`config.mk`:
```
export PLATFORM = sky130hd
export DESIGN_NAME = slru_update
export DESIGN_NICKNAME = d
export VERILOG_FILES = /design/src/rtl/slru_pkg.sv /design/src/rtl/slru_update.sv
export SDC_FILE = /design/constraint.sdc
export NUM_CORES = 1
export LEC_CHECK = 0
export ABC_AREA = 1
export BUFFER_PORTS_ARGS = -buffer_cell sky130_fd_sc_hd__buf_2
export CORE_AREA = 2 2 240 242
export DETAILED_ROUTE_END_ITERATION = 8
export DIE_AREA = 0 0 242 244
export PLACE_DENSITY_LB_ADDON = 0.1
export SETUP_SLACK_MARGIN = 0.05
export SLEW_MARGIN = 5
export SYNTH_ARGS = -nofsm -noshare
export SYNTH_HDL_FRONTEND = slang
export SYNTH_SLANG_ARGS = --single-unit
```
`constraint.sdc`:
```
create_clock -name vclk -period 11.7
set_input_delay 1.755 -clock vclk [all_inputs]
set_output_delay 1.755 -clock vclk [all_outputs]
set_load 0.01 [all_outputs]
```
`src/rtl/slru_pkg.sv`:
```
// ----------------------------------------------------------------------------
// slru_pkg
// Shared types and codes for the set-associative LRU cache simulator.
// ----------------------------------------------------------------------------
package slru_pkg;

  // access kinds
  localparam logic [1:0] OP_LOAD   = 2'd0;
  localparam logic [1:0] OP_STORE  = 2'd1;
  localparam logic [1:0] OP_MODIFY = 2'd2;
  localparam logic [1:0] OP_FETCH  = 2'd3;

  // configuration register indexes
  localparam logic [1:0] REG_SET_BITS   = 2'd0;
  localparam logic [1:0] REG_WAYS       = 2'd1;
  localparam logic [1:0] REG_BLOCK_BITS = 2'd2;

  localparam int unsigned ADDR_W = 32;
  localparam int unsigned CNT_W  = 32;

  // outcome of one access
  typedef enum logic [1:0] {
    OUT_HIT     = 2'd0,
    OUT_FILL    = 2'd1,
    OUT_EVICT   = 2'd2,
    OUT_IGNORED = 2'd3
  } outcome_e;

  typedef struct packed {
    logic [1:0]        op;
    logic [ADDR_W-1:0] address;
  } in_t;

  typedef struct packed {
    logic [1:0]       outcome;
    logic             second_hit;
    logic [CNT_W-1:0] hit_total;
    logic [CNT_W-1:0] miss_total;
    logic [CNT_W-1:0] eviction_total;
  } out_t;

  typedef struct packed {
    logic [1:0] index;
    logic [4:0] data;
  } cfg_t;

endpackage

```
`src/rtl/slru_update.sv`:
```
// ----------------------------------------------------------------------------
// slru_update
// Lookup and LRU update of one set row: tag match, empty-way fill or
// eviction of the oldest way, and rank ageing.
// ----------------------------------------------------------------------------
module slru_update
  import slru_pkg::*;
#(
  parameter  int unsigned MAX_WAYS = 8,
  localparam int unsigned RANK_W   = (MAX_WAYS > 1) ? $clog2(MAX_WAYS) : 1,
  localparam int unsigned WAY_W    = (MAX_WAYS > 1) ? $clog2(MAX_WAYS) : 1,
  localparam int unsigned NW_W     = $clog2(MAX_WAYS + 1)
) (
  input  logic [NW_W-1:0]                    nways_i,
  input  logic [ADDR_W-1:0]                  tag_i,
  input  logic [MAX_WAYS-1:0]                valid_i,
  input  logic [MAX_WAYS-1:0][ADDR_W-1:0]    tags_i,
  input  logic [MAX_WAYS-1:0][RANK_W-1:0]    ranks_i,
  output logic [MAX_WAYS-1:0]                valid_o,
  output logic [MAX_WAYS-1:0][ADDR_W-1:0]    tags_o,
  output logic [MAX_WAYS-1:0][RANK_W-1:0]    ranks_o,
  output outcome_e                           outcome_o
);

  localparam logic [RANK_W-1:0] RANK_MAX = RANK_W'(MAX_WAYS - 1);

  logic [MAX_WAYS-1:0] in_use;
  logic [MAX_WAYS-1:0] hit_vec;
  logic [MAX_WAYS-1:0] empty_vec;
  logic [WAY_W-1:0]    hit_way;
  logic [WAY_W-1:0]    empty_way;
  logic [WAY_W-1:0]    victim_way;
  logic [RANK_W-1:0]   victim_rank;
  logic [WAY_W-1:0]    sel_way;
  logic [RANK_W-1:0]   age_limit;
  logic                no_limit;

  // per-way match and empty flags
  always_comb begin
    for (int i = 0; i < MAX_WAYS; i++) begin
      in_use[i]    = NW_W'(i) < nways_i;
      hit_vec[i]   = in_use[i] && valid_i[i] && (tags_i[i] == tag_i);
      empty_vec[i] = in_use[i] && !valid_i[i];
    end
  end

  // lowest matching and lowest empty way
  always_comb begin
    hit_way   = '0;
    empty_way = '0;
    for (int i = MAX_WAYS - 1; i >= 0; i--) begin
      if (hit_vec[i]) begin
        hit_way = WAY_W'(i);
      end
      if (empty_vec[i]) begin
        empty_way = WAY_W'(i);
      end
    end
  end

  // oldest in-use way, lowest index on a tie
  always_comb begin
    victim_way  = '0;
    victim_rank = ranks_i[0];
    for (int i = 1; i < MAX_WAYS; i++) begin
      if (in_use[i] && (ranks_i[i] > victim_rank)) begin
        victim_rank = ranks_i[i];
        victim_way  = WAY_W'(i);
      end
    end
  end

  // choose the way to touch
  always_comb begin
    if (|hit_vec) begin
      sel_way   = hit_way;
      age_limit = ranks_i[hit_way];
      no_limit  = 1'b0;
      outcome_o = OUT_HIT;
    end else if (|empty_vec) begin
      sel_way   = empty_way;
      age_limit = '0;
      no_limit  = 1'b1;
      outcome_o = OUT_FILL;
    end else begin
      sel_way   = victim_way;
      age_limit = victim_rank;
      no_limit  = 1'b0;
      outcome_o = OUT_EVICT;
    end
  end

  // age younger lines, selected way becomes most recent
  always_comb begin
    valid_o = valid_i;
    tags_o  = tags_i;
    ranks_o = ranks_i;
    for (int i = 0; i < MAX_WAYS; i++) begin
      if (in_use[i] && (WAY_W'(i) != sel_way) && valid_i[i] &&
          (no_limit || (ranks_i[i] < age_limit)) && (ranks_i[i] < RANK_MAX)) begin
        ranks_o[i] = ranks_i[i] + RANK_W'(1);
      end
    end
    valid_o[sel_way] = 1'b1;
    tags_o[sel_way]  = tag_i;
    ranks_o[sel_way] = '0;
  end

endmodule

```
==> Word level (Yosys, flattened, before mapping) <==
Cells that the tools add are included.
{ "totals": {"regBits": 0, "latchBits": 0, "ram_bits": 0, "romBits": 0, "inputBits": 324, "output_inout_bits": 290, "elab_cells": 198, "n_memories": 0} }
{ "classes": {"addsub": 8, "n_mul": 0, "div_mod_pow": 0, "order_cmp": 34, "n_eq_ne": 15, "shift": 0, "muxes": 55, "n_bitwise": 3, "n_reduce_logical": 83} }
{ "ops": {"columns": ["operator", "count"], "rows": [
  ["bitwise mux 256 bit", 1],
  ["equality test 32 bit", 8],
  ["two-way mux 3 bit", 43],
  ["demux 32 bit (select 3 bit)", 1],
  ["logical AND 1 bit", 64],
  ["two-way mux 32 bit", 1],
  ["adder 3 x 1 -> 3 bit, second input constant", 8],
  ["AND 24 bit", 1],
  ["< comparator 3 bit", 8],
  ["< comparator 3 bit, second input constant", 8],
  ["NOT 24 bit", 1],
  ["greater-than comparator 3 bit", 7],
  ["< comparator 3 x 4 -> 1 bit, first input constant", 4],
  ["OR reduction 8 bit", 2],
  ["inequality test 3 bit, first input constant", 4],
  ["binary-select mux 3 bit (select 3 bit)", 1],
  ["demux 3 bit (select 3 bit)", 1],
  ["logical NOT 1 bit", 8],
  ["logical OR 1 bit", 8],
  ["< comparator 1 x 4 -> 1 bit, first input constant", 2],
  ["< comparator 2 x 4 -> 1 bit, first input constant", 2],
  ["< comparator 3 x 4 -> 1 bit, second input constant", 2],
  ["bitwise OR 8 bit", 1],
  ["inequality test 2 x 3 -> 1 bit, first input constant", 2],
  ["other kinds (6)", 10]
]} }

==> Logic depth before layout (Yosys ltp) <==
{ "depth": {"depth_word": 30, "mapped_depth": 63, "depth_no_buf": 63} }

==> Least setup slack after synthesis <==
OpenSTA, ideal clock, no wires.
{ "synth_timing": {"kind": "input -> output", "startpoint": "in ranks_i[2] (netlist name)", "endpoint": "out ranks_o[22] (netlist name)", "arrival_time_ns": 9.400, "required_time_ns": 9.945, "path_slack_ns": 0.545, "cell_stages": 54, "cell_sequence": "inv_1 -> ha_1 -> a21oi_1 -> nand2_1 -> nand2_4 -> nand2_1 -> o21ai_0 -> ha_1 -> o21ai_0 -> nand3_1 -> nand3_1 -> nand2_2 -> o21ai_0 -> ha_1 -> or2_2 -> o22ai_1 -> inv_1 -> nand2_2 -> [18 not listed] -> o21ai_0 -> nand2_1 -> inv_1 -> nand2_1 -> and2_1 -> ha_1 -> nand2_1 -> nor2_1 -> a211oi_1 -> nor3_1 -> inv_1 -> o21ai_1 -> nand3_2 -> a21oi_1 -> nand2_2 -> nand2_2 -> nand2_1 -> a21oi_1"} }
{ "synth_rtl": {"columns": ["item", "line", "text"], "rows": [
  ["from (decl)", "slru_update.sv:18", "input logic [MAX_WAYS-1:0][RANK_W-1:0] ranks_i,"],
  ["to (decl)", "slru_update.sv:21", "output logic [MAX_WAYS-1:0][RANK_W-1:0] ranks_o,"]
]} }

==> impl_results.md <==
- Routed WL: approximately 85 mm
- GRT overflow: 0
- Arr. time, crit path: around 9.4 ns
- GRT Overall Usage: 26.9%
- Worst setup SP type: input port
- Endpoints failing setup: 0
- Flip-flop and latch count: 0
- Place WS: -0.454 ns
- Synthesized area per cell: between 5 and 6 um^2
- Routed wl met2: 42.4 mm
- Syn nets: around 2,200
- Mapped Cells: 1,880
- Area Growth Syn to Fin: 50.5%
- Unrepaired setup endpoints after global routing: no
- Tightest Hold Check Type: in2out
- Vias in the first global route: 15,100
- Max Cap Viol: 0
- Largest net degree at the start of global routing: between 60 and 70
- CP max stage delay: 0.32 ns
- DRT Pass-1 Iters: 5
- Die W: 242 um
- Initial Util: between 10% and 20%
- Leakage power: ~0.008 uW
- # clk buffers: 0
- Uppermost layer routed: met5
- Metal-1 WL: around 36 mm
- Wirelength per Cell: 26.1 um
- Largest area contributor in the netlist: nand2_1
- Via Count: 15,700
- Hold depth: 4
- Measured slew at the worst slew-check pin: roughly 0.89 ns
- Peak VDD IR: roughly 0.000027 V
- Hold Fails Final Rpt: 0
- Yosys cell types: 46
- Top post-synthesis cells by area: nand2_1 (21%), xnor2_1 (12%), o21ai_0 (7.8%)
- Fmax: approximately 90 MHz
- Register area: 0 um^2
- IO Pins: 614
- Port Buffers: 614
- NumNets Final: 2,864
- Final WS setup: 0.557 ns
- Placeable Area: 56,200 um^2
- Final slew viol count: 0
- Slowest stage cell, crit path: ha_1
- Sequential-to-total area share from yosys stat: 0%
- Post-detail-place hpwl: around 75 mm
- Share of Yosys cell area claimed by the top area cell type: about a fifth
- Req. time, crit path: ~10 ns
- Status: finished clean
- Slew headroom: between 40% and 50%
- CP Max Fanout: 17
- GP Congestion: ~0.95
- Cell Count, Final, Fillers Out: around 3,300
- DRC errors left: 0
- Final antenna-violating net count: 0
- Total Die Area: a little under 60,000 um^2
- Final Util: a little over a quarter
- First-pass GRT wire length: between 100 and 150 mm
- Share of layout cells above drive strength 1: around a third
- Core Rows: 87
- Kind of critical path: in2out
- # placed instances: ~3,300
- Post-route cell area: about 15,000 um^2
- CP Capture Type: output pin
- Vias/cell: around 4.8
- Period utilisation layout: between 90% and 100%
- Placed cell areas: roughly 14,000 um^2
- Synth warn: 0
- Post-Syn Area: about 10000 um^2
- Min Tclk post-route: around 11 ns
- Final total power: roughly 910 uW
- Power per cell area: 61.9 nW/um^2
- Initial antenna violation count: 15
- Starting DRT DRC Count: about 1,400
- CP most frequent cell: nand2_2
- WL met3: 5.42 mm
- Die height: around 240 um
==> metal layers <==
layer  track usage, %  vias up
li1                 -     7425
met1             33.9     7425
met2             49.2      721
met3             3.72       84
met4             3.98       16
met5                0        -
==> final timing paths <==
| check | startpoint | end |
|---|---|---|
| max | ranks_i[3] | tags_o[37] |
| min | valid_i[4] | valid_o[4] |
==> Yosys cell counts (7+ instances only) <==
master and n:
clkbuf_1 28, buf_2 50, xnor2_1 134, o21ai_0 152, o21ai_1 131, nor2_1 119
nand2_2 26, ha_1 21, inv_1 197, nor4_1 33, or2_2 23, nor3_1 29
a21oi_1 39, nand3_1 90, buf_4 10, nand2_1 545, xor2_1 79, buf_6 12
nand4_1 82, inv_2 15, nand3b_1 7
==> final cells by class <==
class                           instances  area, um^2
Inverter                              213         802
Tap cell                              756         946
Timing Repair Buffer                  737        4200
Antenna cell                            6        15.0
Fill cell                            6754       41500
Multi-Input combinational cell       1567        8730
==> power by group <==
part           total [uW]  switching [uW]  internal, uW   leakage, uW
Combinational         909             567           342       0.00791
Sequential              0               0             0             0
Clock           0.0000687               0     0.0000687  0.0000000380
Total                 909             567           342       0.00791
==> cell usage in the layout (no fill, tap or decap), drive strengths merged, types with 3 or more instances in the layout <==
master | netlist | layout
nor4 | 33 | 33
xnor2 | 134 | 134
nand2 | 573 | 573
diode | 0 | 6
nor3 | 32 | 32
nand3 | 97 | 97
and2 | 5 | 5
or2 | 24 | 24
o211ai | 6 | 6
xor2 | 79 | 79
nor2 | 125 | 125
o21ai | 283 | 283
nand3b | 7 | 7
inv | 212 | 212
a21oi | 40 | 40
nand4 | 82 | 82
o31ai | 4 | 4
ha | 21 | 21
buf | 72 | 736
or4 | 5 | 5
nor4b | 3 | 3
==> repair_timing <==
| action | 4_1_cts | 5_1_grt |
|---|---|---|
| pin swaps | 4 | 34 |
| gates resized for setup | 14 | 86 |
| setup endpoints to repair | 288 | 288 |
| cloned | 0 | 2 |
| hold buffers | 0 | 0 |
| buffers inserted | 0 | 13 |
==> worst max-delay path: cells and delay by family <==
| kind | cells | cell delay [ns] |
|---|---|---|
| AO/OA/AOI/OAI | 12 | 1.43 |
| AND/OR/NAND/NOR | 31 | 3.29 |
| adder cells (fa/ha/maj) | 7 | 1.86 |
| buffers and inverters | 10 | 1.02 |
==> kinds of logic (layout without fill, tap and decap cells) <==
| kind of cell | count (synthesis) | in the layout | share of synthesized area, % |
|---|---|---|---|
| AND/OR/NAND/NOR | 990 | 990 | 45.9 |
| AO/OA/AOI/OAI | 343 | 343 | 18.3 |
| buffers and inverters | 313 | 950 | 14.0 |
| XOR/XNOR | 213 | 213 | 19.1 |
| adder cells (fa/ha/maj) | 21 | 21 | 2.69 |
| other | 0 | 6 | 0 |
==> stage by stage <==
step | setup TNS, ns | hold slack [ns]
2_1_floorplan | 0 | 3.62
5_1_grt | 0 | 3.86
6_report | 0 | 3.82
4_1_cts | 0 | 3.83
3_5_place_dp | -63.11 | 3.83
3_3_place_gp | -10.50 | 3.83
(Power assumes the default switching activity.)
